### config.mk
export PLATFORM = sky130hd
export DESIGN_NAME = radix_converter
export DESIGN_NICKNAME = d
export VERILOG_FILES = /design/src/rtl/core/rc_pkg.sv /design/src/rtl/core/rc_ram.sv /design/src/rtl/core/rc_seq.sv /design/src/rtl/core/rc_datapath.sv /design/src/rtl/core/radix_converter.sv
export SDC_FILE = /design/constraint.sdc
export NUM_CORES = 1
export LEC_CHECK = 0
export ABC_AREA = 1
export ABC_CLOCK_PERIOD_IN_PS = 4610
export BUFFER_PORTS_ARGS = -buffer_cell sky130_fd_sc_hd__buf_2
export CAP_MARGIN = 20
export CORE_MARGIN = 2
export CORE_UTILIZATION = 45
export DETAILED_ROUTE_END_ITERATION = 10
export PLACE_DENSITY = 0.71
export SYNTH_ARGS = -nofsm -noshare
export SYNTH_HDL_FRONTEND = slang
export SYNTH_SLANG_ARGS = --single-unit
### constraint.sdc
create_clock -name clk -period 4.61 [get_ports clk]
set_input_delay 1.1525 -clock clk [delete_from_list [all_inputs] [get_ports clk]]
set_output_delay 1.1525 -clock clk [all_outputs]
set_load 0.01 [all_outputs]
### src/rtl/core/rc_pkg.sv
// ----------------------------------------------------------------------------
// rc_pkg
// Shared types, constants and digit mapping functions for the radix converter.
// ----------------------------------------------------------------------------
package rc_pkg;

	localparam int ACC_BITS_DEF       = 32;
	localparam int MAX_OUT_DIGITS_DEF = 32;

	localparam int BASE_W  = 6;
	localparam int CHAR_W  = 8;
	localparam int OCHAR_W = 7;
	localparam int DIGIT_W = 6;
	localparam int REG_W   = 2;

	localparam logic [BASE_W-1:0] BASE_RESET = 6'd10;
	localparam logic [BASE_W-1:0] BASE_MIN   = 6'd2;
	localparam logic [BASE_W-1:0] BASE_MAX   = 6'd36;

	localparam logic [CHAR_W-1:0] CH_0   = 8'd48;  // '0'
	localparam logic [CHAR_W-1:0] CH_9   = 8'd57;  // '9'
	localparam logic [CHAR_W-1:0] CH_UA  = 8'd65;  // 'A'
	localparam logic [CHAR_W-1:0] CH_UZ  = 8'd90;  // 'Z'
	localparam logic [CHAR_W-1:0] CH_LA  = 8'd97;  // 'a'
	localparam logic [CHAR_W-1:0] CH_LZ  = 8'd122; // 'z'
	localparam logic [CHAR_W-1:0] TEN    = 8'd10;

	localparam logic [OCHAR_W-1:0] OCH_0  = 7'd48;
	localparam logic [OCHAR_W-1:0] OCH_9  = 7'd57;
	localparam logic [OCHAR_W-1:0] OCH_UA = 7'd65;
	localparam logic [OCHAR_W-1:0] OCH_UZ = 7'd90;

	typedef enum logic [REG_W-1:0] {
		REG_SOURCE_BASE = 2'd0,
		REG_TARGET_BASE = 2'd1
	} reg_idx_t;

	// Datapath actions issued by the sequencer for the current step
	typedef struct packed {
		logic capture;    // take the input character
		logic mac;        // acc = acc * source_base + digit
		logic div_init;   // load dividend from acc, clear acc and digit count
		logic div_start;  // clear remainder, arm bit counter
		logic div_step;   // one restoring division step
		logic store;      // write remainder to the digit store
		logic emit_rd;    // read the next digit from the store
		logic emit_ld;    // load the output register
	} act_t;

	// Datapath status fed back to the sequencer's jump conditions
	typedef struct packed {
		logic last;
		logic div_last;
		logic more;
		logic out_free;
		logic count_nz;
	} stat_t;

	function automatic logic [DIGIT_W-1:0] char_value(input logic [CHAR_W-1:0] c);
		logic [CHAR_W-1:0] v;
		v = '0;
		if (c >= CH_LA && c <= CH_LZ) begin
			v = c - CH_LA + TEN;
		end else if (c >= CH_UA && c <= CH_UZ) begin
			v = c - CH_UA + TEN;
		end else if (c >= CH_0 && c <= CH_9) begin
			v = c - CH_0;
		end
		return v[DIGIT_W-1:0];
	endfunction

	function automatic logic [OCHAR_W-1:0] digit_ascii(input logic [DIGIT_W-1:0] d);
		logic [OCHAR_W-1:0] r;
		if (d < DIGIT_W'(10)) begin
			r = OCH_0 + OCHAR_W'(d);
		end else begin
			r = OCH_UA + OCHAR_W'(d) - OCHAR_W'(10);
		end
		return r;
	endfunction

endpackage

### src/rtl/core/rc_ram.sv
// ----------------------------------------------------------------------------
// rc_ram
// Generic single write port, single read port RAM with registered read data.
// ----------------------------------------------------------------------------
module rc_ram #(
	parameter int WIDTH = 6,
	parameter int DEPTH = 32
) (
	input  logic                     clk,
	input  logic                     we,
	input  logic [$clog2(DEPTH)-1:0] waddr,
	input  logic [WIDTH-1:0]         wdata,
	input  logic                     re,
	input  logic [$clog2(DEPTH)-1:0] raddr,
	output logic [WIDTH-1:0]         rdata
);

	logic [WIDTH-1:0] mem_q [DEPTH];

	always_ff @(posedge clk) begin
		if (we) begin
			mem_q[waddr] <= wdata;
		end
		if (re) begin
			rdata <= mem_q[raddr];
		end
	end

endmodule

### src/rtl/core/rc_seq.sv
// ----------------------------------------------------------------------------
// rc_seq
// Microcode sequencer: step counter, control ROM and conditional jumps.
// ----------------------------------------------------------------------------
module rc_seq (
	input  logic          clk,
	input  logic          arst_n,
	input  logic          in_valid,
	output logic          in_stall,
	input  rc_pkg::stat_t stat,
	output rc_pkg::act_t  act
);
	import rc_pkg::*;

	typedef enum logic [2:0] {
		S_IDLE    = 3'd0,
		S_MAC     = 3'd1,
		S_DIVINIT = 3'd2,
		S_DIVSTRT = 3'd3,
		S_DIVSTEP = 3'd4,
		S_STORE   = 3'd5,
		S_EMIT_RD = 3'd6,
		S_EMIT_LD = 3'd7
	} step_t;

	typedef enum logic [2:0] {
		C_ALWAYS   = 3'd0,
		C_IN_VALID = 3'd1,
		C_LAST     = 3'd2,
		C_DIV_LAST = 3'd3,
		C_MORE     = 3'd4,
		C_OUT_FREE = 3'd5,
		C_COUNT_NZ = 3'd6
	} cond_t;

	typedef struct packed {
		step_t next_step;  // taken when the condition is false
		step_t jump_step;  // taken when the condition is true
		cond_t cond;
		logic  gated;      // actions fire only when the condition holds
		act_t  act;
	} uword_t;

	function automatic uword_t ucode(input step_t s);
		uword_t w;
		w = '{next_step: S_IDLE, jump_step: S_IDLE, cond: C_ALWAYS, gated: 1'b0,
			act: '0};
		case (s)
			S_IDLE: begin
				w.next_step = S_IDLE;    w.jump_step = S_MAC;
				w.cond = C_IN_VALID;     w.gated = 1'b1; w.act.capture = 1'b1;
			end
			S_MAC: begin
				w.next_step = S_IDLE;    w.jump_step = S_DIVINIT;
				w.cond = C_LAST;         w.act.mac = 1'b1;
			end
			S_DIVINIT: begin
				w.jump_step = S_DIVSTRT; w.act.div_init = 1'b1;
			end
			S_DIVSTRT: begin
				w.jump_step = S_DIVSTEP; w.act.div_start = 1'b1;
			end
			S_DIVSTEP: begin
				w.next_step = S_DIVSTEP; w.jump_step = S_STORE;
				w.cond = C_DIV_LAST;     w.act.div_step = 1'b1;
			end
			S_STORE: begin
				w.next_step = S_EMIT_RD; w.jump_step = S_DIVSTRT;
				w.cond = C_MORE;         w.act.store = 1'b1;
			end
			S_EMIT_RD: begin
				w.next_step = S_EMIT_RD; w.jump_step = S_EMIT_LD;
				w.cond = C_OUT_FREE;     w.gated = 1'b1; w.act.emit_rd = 1'b1;
			end
			S_EMIT_LD: begin
				w.next_step = S_IDLE;    w.jump_step = S_EMIT_RD;
				w.cond = C_COUNT_NZ;     w.act.emit_ld = 1'b1;
			end
			default: begin
				w.jump_step = S_IDLE;
			end
		endcase
		return w;
	endfunction

	step_t  step_q;
	uword_t uw;
	logic   cond_true;

	assign uw = ucode(step_q);

	always_comb begin
		case (uw.cond)
			C_ALWAYS:   cond_true = 1'b1;
			C_IN_VALID: cond_true = in_valid;
			C_LAST:     cond_true = stat.last;
			C_DIV_LAST: cond_true = stat.div_last;
			C_MORE:     cond_true = stat.more;
			C_OUT_FREE: cond_true = stat.out_free;
			C_COUNT_NZ: cond_true = stat.count_nz;
			default:    cond_true = 1'b0;
		endcase
	end

	assign act      = (uw.gated && !cond_true) ? '0 : uw.act;
	assign in_stall = (step_q != S_IDLE);

	always_ff @(posedge clk or negedge arst_n) begin
		if (!arst_n) begin
			step_q <= S_IDLE;
		end else begin
			step_q <= cond_true ? uw.jump_step : uw.next_step;
		end
	end

	a_accept_to_mac: assert property (@(posedge clk) disable iff (!arst_n)
		(in_valid && !in_stall) |=> (step_q == S_MAC))
		else $error("input transfer did not advance to the accumulate step");

	a_mac_exit: assert property (@(posedge clk) disable iff (!arst_n)
		(step_q == S_MAC) |=> (step_q == S_IDLE || step_q == S_DIVINIT))
		else $error("accumulate step left to an unexpected step");

	a_one_action_capture: assert property (@(posedge clk) disable iff (!arst_n)
		act.capture |-> (in_valid && step_q == S_IDLE))
		else $error("capture issued without an input transfer");

endmodule

### src/rtl/core/rc_datapath.sv
// ----------------------------------------------------------------------------
// rc_datapath
// Configuration registers, accumulator, bit-serial divider, digit store and
// output register, all driven by the sequencer's action word.
// ----------------------------------------------------------------------------
module rc_datapath #(
	parameter int ACC_BITS       = rc_pkg::ACC_BITS_DEF,
	parameter int MAX_OUT_DIGITS = rc_pkg::MAX_OUT_DIGITS_DEF
) (
	input  logic                         clk,
	input  logic                         arst_n,
	input  logic                         cfg_we,
	input  logic [rc_pkg::REG_W-1:0]     cfg_index,
	input  logic [rc_pkg::BASE_W-1:0]    cfg_data,
	input  logic [rc_pkg::CHAR_W-1:0]    digit_char,
	input  logic                         last_digit,
	input  rc_pkg::act_t                 act,
	output rc_pkg::stat_t                stat,
	output logic                         out_valid,
	input  logic                         out_stall,
	output logic [rc_pkg::OCHAR_W-1:0]   out_char,
	output logic                         out_last
);
	import rc_pkg::*;

	localparam int CNT_W = $clog2(MAX_OUT_DIGITS + 1);
	localparam int AW    = $clog2(MAX_OUT_DIGITS);
	localparam int BW    = $clog2(ACC_BITS);
	localparam int MW    = ACC_BITS + BASE_W;

	logic [BASE_W-1:0]   source_base_q;
	logic [BASE_W-1:0]   target_base_q;
	logic [BASE_W-1:0]   div_base;
	logic [ACC_BITS-1:0] acc_q;
	logic [ACC_BITS-1:0] dv_q;
	logic [DIGIT_W-1:0]  rem_q;
	logic [DIGIT_W-1:0]  digit_q;
	logic                last_q;
	logic [BW-1:0]       bitcnt_q;
	logic [CNT_W-1:0]    count_q;
	logic [MW-1:0]       mac_full;
	logic [DIGIT_W:0]    trial;
	logic                ge;
	logic [DIGIT_W-1:0]  rdata;
	logic                out_valid_q;
	logic [OCHAR_W-1:0]  out_char_q;
	logic                out_last_q;

	// Configuration writes
	always_ff @(posedge clk or negedge arst_n) begin
		if (!arst_n) begin
			source_base_q <= BASE_RESET;
			target_base_q <= BASE_RESET;
		end else if (cfg_we) begin
			case (cfg_index)
				REG_SOURCE_BASE: source_base_q <= cfg_data;
				REG_TARGET_BASE: target_base_q <= cfg_data;
				default: ;
			endcase
		end
	end

	// Clamp the divisor to the supported radix range
	always_comb begin
		if (target_base_q < BASE_MIN) begin
			div_base = BASE_MIN;
		end else if (target_base_q > BASE_MAX) begin
			div_base = BASE_MAX;
		end else begin
			div_base = target_base_q;
		end
	end

	assign mac_full = MW'(acc_q) * MW'(source_base_q) + MW'(digit_q);

	// Restoring step: shift the next dividend bit into the remainder
	assign trial = {rem_q, dv_q[ACC_BITS-1]};
	assign ge    = (trial >= {1'b0, div_base});

	always_ff @(posedge clk or negedge arst_n) begin
		if (!arst_n) begin
			acc_q   <= '0;
			count_q <= '0;
		end else begin
			if (act.mac) begin
				acc_q <= mac_full[ACC_BITS-1:0];
			end else if (act.div_init) begin
				acc_q <= '0;
			end
			if (act.div_init) begin
				count_q <= '0;
			end else if (act.store) begin
				count_q <= count_q + CNT_W'(1);
			end else if (act.emit_rd) begin
				count_q <= count_q - CNT_W'(1);
			end
		end
	end

	always_ff @(posedge clk) begin
		if (act.capture) begin
			digit_q <= char_value(digit_char);
			last_q  <= last_digit;
		end
		if (act.div_init) begin
			dv_q <= acc_q;
		end else if (act.div_step) begin
			dv_q <= {dv_q[ACC_BITS-2:0], ge};
		end
		if (act.div_start) begin
			rem_q    <= '0;
			bitcnt_q <= BW'(ACC_BITS - 1);
		end else if (act.div_step) begin
			rem_q    <= ge ? DIGIT_W'(trial - {1'b0, div_base}) : trial[DIGIT_W-1:0];
			bitcnt_q <= bitcnt_q - BW'(1);
		end
	end

	rc_ram #(
		.WIDTH(DIGIT_W),
		.DEPTH(MAX_OUT_DIGITS)
	) u_digit_store (
		.clk  (clk),
		.we   (act.store),
		.waddr(count_q[AW-1:0]),
		.wdata(rem_q),
		.re   (act.emit_rd),
		.raddr(AW'(count_q - CNT_W'(1))),
		.rdata(rdata)
	);

	// Output register: load only when empty, drop on transfer
	always_ff @(posedge clk or negedge arst_n) begin
		if (!arst_n) begin
			out_valid_q <= 1'b0;
		end else if (act.emit_ld) begin
			out_valid_q <= 1'b1;
		end else if (!out_stall) begin
			out_valid_q <= 1'b0;
		end
	end

	always_ff @(posedge clk) begin
		if (act.emit_ld) begin
			out_char_q <= digit_ascii(rdata);
			out_last_q <= (count_q == '0);
		end
	end

	assign stat.last     = last_q;
	assign stat.div_last = (bitcnt_q == '0);
	assign stat.more     = (dv_q != '0) && ((count_q + CNT_W'(1)) != CNT_W'(MAX_OUT_DIGITS));
	assign stat.out_free = !out_valid_q || !out_stall;
	assign stat.count_nz = (count_q != '0);

	assign out_valid = out_valid_q;
	assign out_char  = out_char_q;
	assign out_last  = out_last_q;

	a_count_bound: assert property (@(posedge clk) disable iff (!arst_n)
		count_q <= CNT_W'(MAX_OUT_DIGITS))
		else $error("digit count beyond store depth");

	a_load_when_empty: assert property (@(posedge clk) disable iff (!arst_n)
		act.emit_ld |-> !out_valid_q)
		else $error("output register overwritten before transfer");

	a_char_range: assert property (@(posedge clk) disable iff (!arst_n)
		out_valid_q |-> ((out_char_q >= OCH_0 && out_char_q <= OCH_9) ||
			(out_char_q >= OCH_UA && out_char_q <= OCH_UZ)))
		else $error("output character outside the digit set");

endmodule

### src/rtl/core/radix_converter.sv
// ----------------------------------------------------------------------------
// radix_converter
// Converts an ASCII number from one radix (2..36) to another.
// ----------------------------------------------------------------------------
// Input channel (in_valid / in_stall): one source character per transfer,
// most significant first; last_digit marks the final character. Letters of
// either case count 10..35, other non-digit characters count as 0.
// Each non-final character is accepted, then multiply-added; in_stall stays
// high until the multiply-add is done. After the final character the value
// is divided by the target radix one quotient bit per cycle; the remainders
// fill the digit store and are then read back while the receiver keeps up.
// Output channel (out_valid / out_stall): one ASCII digit per transfer, most
// significant first, out_last on the final digit; a zero value gives '0'.
// A stalled output holds in the output register; the block waits on it and
// then continues. The next input is taken while the last digit still waits.
// Configuration (cfg_valid / cfg_ready, cfg_index, cfg_data): always ready;
// index 0 is the source radix, index 1 the target radix, both reset to 10.
// Reset clears the accumulator and returns the sequencer to idle; no
// clearing pass is needed.
// ----------------------------------------------------------------------------
module radix_converter #(
	parameter int ACC_BITS       = rc_pkg::ACC_BITS_DEF,
	parameter int MAX_OUT_DIGITS = rc_pkg::MAX_OUT_DIGITS_DEF
) (
	input  logic                       clk,
	input  logic                       arst_n,
	input  logic                       cfg_valid,
	output logic                       cfg_ready,
	input  logic [rc_pkg::REG_W-1:0]   cfg_index,
	input  logic [rc_pkg::BASE_W-1:0]  cfg_data,
	input  logic                       in_valid,
	output logic                       in_stall,
	input  logic [rc_pkg::CHAR_W-1:0]  digit_char,
	input  logic                       last_digit,
	output logic                       out_valid,
	input  logic                       out_stall,
	output logic [rc_pkg::OCHAR_W-1:0] out_char,
	output logic                       out_last
);
	import rc_pkg::*;

	act_t  act;
	stat_t stat;

	assign cfg_ready = 1'b1;

	rc_seq u_seq (
		.clk     (clk),
		.arst_n  (arst_n),
		.in_valid(in_valid),
		.in_stall(in_stall),
		.stat    (stat),
		.act     (act)
	);

	rc_datapath #(
		.ACC_BITS      (ACC_BITS),
		.MAX_OUT_DIGITS(MAX_OUT_DIGITS)
	) u_datapath (
		.clk       (clk),
		.arst_n    (arst_n),
		.cfg_we    (cfg_valid && cfg_ready),
		.cfg_index (cfg_index),
		.cfg_data  (cfg_data),
		.digit_char(digit_char),
		.last_digit(last_digit),
		.act       (act),
		.stat      (stat),
		.out_valid (out_valid),
		.out_stall (out_stall),
		.out_char  (out_char),
		.out_last  (out_last)
	);

endmodule
==> impl_results.md <==
- Status: finished, final reports clean
- Max cap viols: 0
- Longest Clk Path Bufs: 3
- Die Footprint: 45500 um^2
- Clk pwr share: 19.5%
- Num rows: 76
- Top-area cell type share of the netlist area: 37.3%
- Worst Path Required: 5020 ps
- Internal power: 7610 uW
- Dominant synthesized flop cell: edfxtp_1
- First-pass DRT Iterations: 5
- Die Y: 213 um
- Hold path depth: 2
- Gate power share: 50.6%
- Synth top area cells: edfxtp_1 (37%), fa_1 (11%), nand2_1 (9.7%)
- Clock Sinks: 310
- Max IR drop VDD: 438 uV
- Cell taking the most area after synthesis: edfxtp_1
- Post-Syn Area per Cell: 9.03 um^2
- Critical R2R Launch: u_datapath.source_base_q[3]
- Post-synthesis sequential area ratio: 45.3%
- Pin count of the biggest net entering global routing: 102
- Clk_lat worst skew: 530 ps
- Global-route wire length before repair: 79100 um
- Worst slew pin tran: 991 ps
- Layout Nets: 2421
- Post-DR wirelength/cell: 17.4 um
- Post-route cell area: 21700 um^2
- GRT Total Usage: 22.2%
- Core Area: 43200 um^2
- Synth Register Bits: 310
- Post-Place Cells: 2743
- Ys async rst share: 17.4%
- Final wirelength: 48900 um
- Filler cells: 3969
- Fin. Hold Viols: 0
- Vias in the first global route: 15164
- Hold endpoint: u_datapath.bitcnt_q[0]
- CTS tree: yes
- Drt first-iter violations: 1292
- Reg2Reg Depth: 17
- CTS buffer count: 36
- Placed cell areas: 20500 um^2
- Port bufs: 31
- FF-to-FF End: u_datapath.acc_q[29]
- P_leak: 0.0104 uW
- Pwr per Cell Area: 643 nW/um^2
- DPL Wire Length: 34800 um
- HP Class: register to register
- Die width: 213 um
- P&R area growth vs syn: 9.99%
- Initial Util: 45.6%
- Mapped Cells: 2183
- Reg power frac: 29.9%
- Switching Share: 45.4%
- Layout cells sized above 1: 7.55%
- Reg clk slew, reported paths: 60 ps
- Synthesized area: 19700 um^2
- Setup violators final: 0
- Number of synthesis warnings: 0
- Routed vias/inst: 5.36
- Cts hold-fix bufs: 0
- Slew Viols, Final: 0
- Pre-CTS worst setup slack: 169 ps
- Non-Filler Instances: 2811
- Final worst slack: 247 ps
- Fin crit period: 4360 ps
- Number of remaining DRC errors: 0
- CP arrival: 4770 ps
- Setup crit end kind: register
- Fin crit share: 94.6%
- DR vias: 15055
- GR Overflow Total: 0
- IO Pins: 33
- RSZ-0062 raised after global routing: yes
- Overall Power: 13900 uW
- Unique masters post-synth: 50
- Fin Hold WS: 468 ps
- Antenna-violating nets left: 0
- Clk_skew: 13.6 ps
- Critical path peak fanout: 22
- Clock Tree Root: clkbuf_16
- WS Path Type: register to register
- Hold_sp: u_datapath.bitcnt_q[0]
- FF-to-FF setup slack: 250 ps
- Worst relative slew slack: 33.9%
- Sw power: 6320 uW
- Net Count, Synth: 2405
- GP Congestion: 0.977
- Highest Clock Rate: 229 MHz
- Post-synth EDFFs: 245
- Ant diodes: 0
- CTS H-Tree Depth: 2
- Initial antenna violation count: 0
- Critical Path Start Type: register
[power groups by stage]
stage                     Clock, uW  Sequential (uW)  Combinational, uW
after CTS                      2740             4160               6950
after global routing           2860             4210               7940
final                          2720             4170               7050
after floorplan                   0             4140               4840
after detailed placement          0             4210               6880
after global placement            0             4190               6730
[worst max-delay path by stage]
stage                                start              endpoint  slack (ps)  cells after the start
2_1_floorplan  u_datapath.source_base_q[5]  u_datapath.acc_q[31]         210                     21
3_3_place_gp   u_datapath.source_base_q[1]  u_datapath.acc_q[23]         170                     16
3_5_place_dp   u_datapath.source_base_q[1]  u_datapath.acc_q[23]         170                     16
4_1_cts        u_datapath.source_base_q[1]  u_datapath.acc_q[23]         140                     16
5_1_grt        u_datapath.source_base_q[1]  u_datapath.acc_q[31]          -5                     19
6_report       u_datapath.source_base_q[3]  u_datapath.acc_q[29]         250                     17
[cell usage in the layout, fill, tap and decap left out, drive strengths merged]
cell and n:
a211oi 1, a21boi 1, a21o 1, a21oi 68, a31o 1, a31oi 1, and2 3, and3 1
buf 64, bufinv 2, clkbuf 46, clkinv 14, clkinvlp 2, conb 1, dfrtp 50, dfstp 4
dfxtp 11, edfxtp 245, fa 113, ha 87, inv 342, mux2 9, nand2 509, nand3 56
nand3b 10, nand4 17, nor2 226, nor3 18, nor4 1, o211ai 19, o21a 2, o21ai 211
o21bai 5, o221ai 14, o22ai 43, o311ai 1, o32ai 1, or2 5, xnor2 8, xor2 13
[layer usage]
layer	track usage, %	up-vias	wire [um]
met5	0	-	0
met2	38.1	453	23900
met3	3.07	112	2720
met1	28.4	7338	20500
met4	9.00	0	1800
li1	-	7152	-
[logic make-up (layout without fill, tap and decap cells)]
kind of cell	count (synthesis)	count (layout)	synth area share, %
adder cells (fa/ha/maj)	200	200	17.0
flip-flops	310	310	45.3
buffers and inverters	427	470	8.38
AND/OR/NAND/NOR	846	846	17.4
multiplexers	9	9	0.514
XOR/XNOR	21	21	1.01
other	1	1	0.0190
AO/OA/AOI/OAI	369	369	10.3
[per-stage QoR]
step / TNS (ps) / utilization (%)
2_1_floorplan: 0 / -
3_3_place_gp: 0 / 47.4
3_5_place_dp: 0 / 47.4
4_1_cts: 0 / 50.0
5_1_grt: -4.90 / 50.2
6_report: 0 / 50.2
[worst max-delay path: stages, from the launching register on]
cell     delay, ps
dfstp_2        590
buf_12         190
nand2_1         70
inv_1           80
fa_1           450
fa_1           540
fa_1           500
ha_1           320
ha_1           380
nand2_1        140
nor2_1         240
nand4_1        150
nand2_1        220
nand2_1        100
nand2_1         80
nand2_1         40
nand3_1         70
nand2_1         70
[area by class of cell]
class / instances / area, um^2 / area share, %
Tap cell: 585 / 732 / 3.38
Clock inverter: 19 / 158 / 0.727
Timing Repair Buffer: 64 / 448 / 2.07
Sequential cell: 310 / 8940 / 41.3
Multi-Input combinational cell: 1446 / 9170 / 42.3
Inverter: 341 / 1280 / 5.91
Clock buffer: 46 / 948 / 4.38
[registers in the layout (all words and copies together) (netlist names), named ones only]
signal,flops
u_datapath.acc_q,32
u_datapath.bitcnt_q,5
u_datapath.count_q,6
u_datapath.digit_q,6
u_datapath.dv_q,32
u_datapath.last_q,1
u_datapath.out_char,7
u_datapath.out_last,1
u_datapath.out_valid,1
u_datapath.rem_q,6
u_datapath.source_base_q,6
u_datapath.target_base_q,6
u_datapath.u_digit_store.mem_q,192
u_datapath.u_digit_store.rdata,6
u_seq.step_q,2
[repair_timing]
item | CTS | global route
endpoints found under the hold margin | 0 | 0
endpoints found under the setup margin | 0 | 20
resized for setup | 0 | 18
setup buffers | 0 | 3
[cell usage after synthesis, types with 11 or more instances]
cell type / count
nand2_1: 507
inv_1: 331
edfxtp_1: 245
nor2_1: 224
o21ai_0: 193
fa_1: 113
ha_1: 87
a21oi_1: 68
clkbuf_1: 54
nand3_1: 54
dfrtp_1: 50
o22ai_1: 43
buf_2: 21
o211ai_1: 19
o21ai_1: 18
nand4_1: 17
nor3_1: 14
o221ai_1: 14
xor2_1: 12
dfxtp_1: 11
No activity file was read; power rests on OpenSTA's default activity.
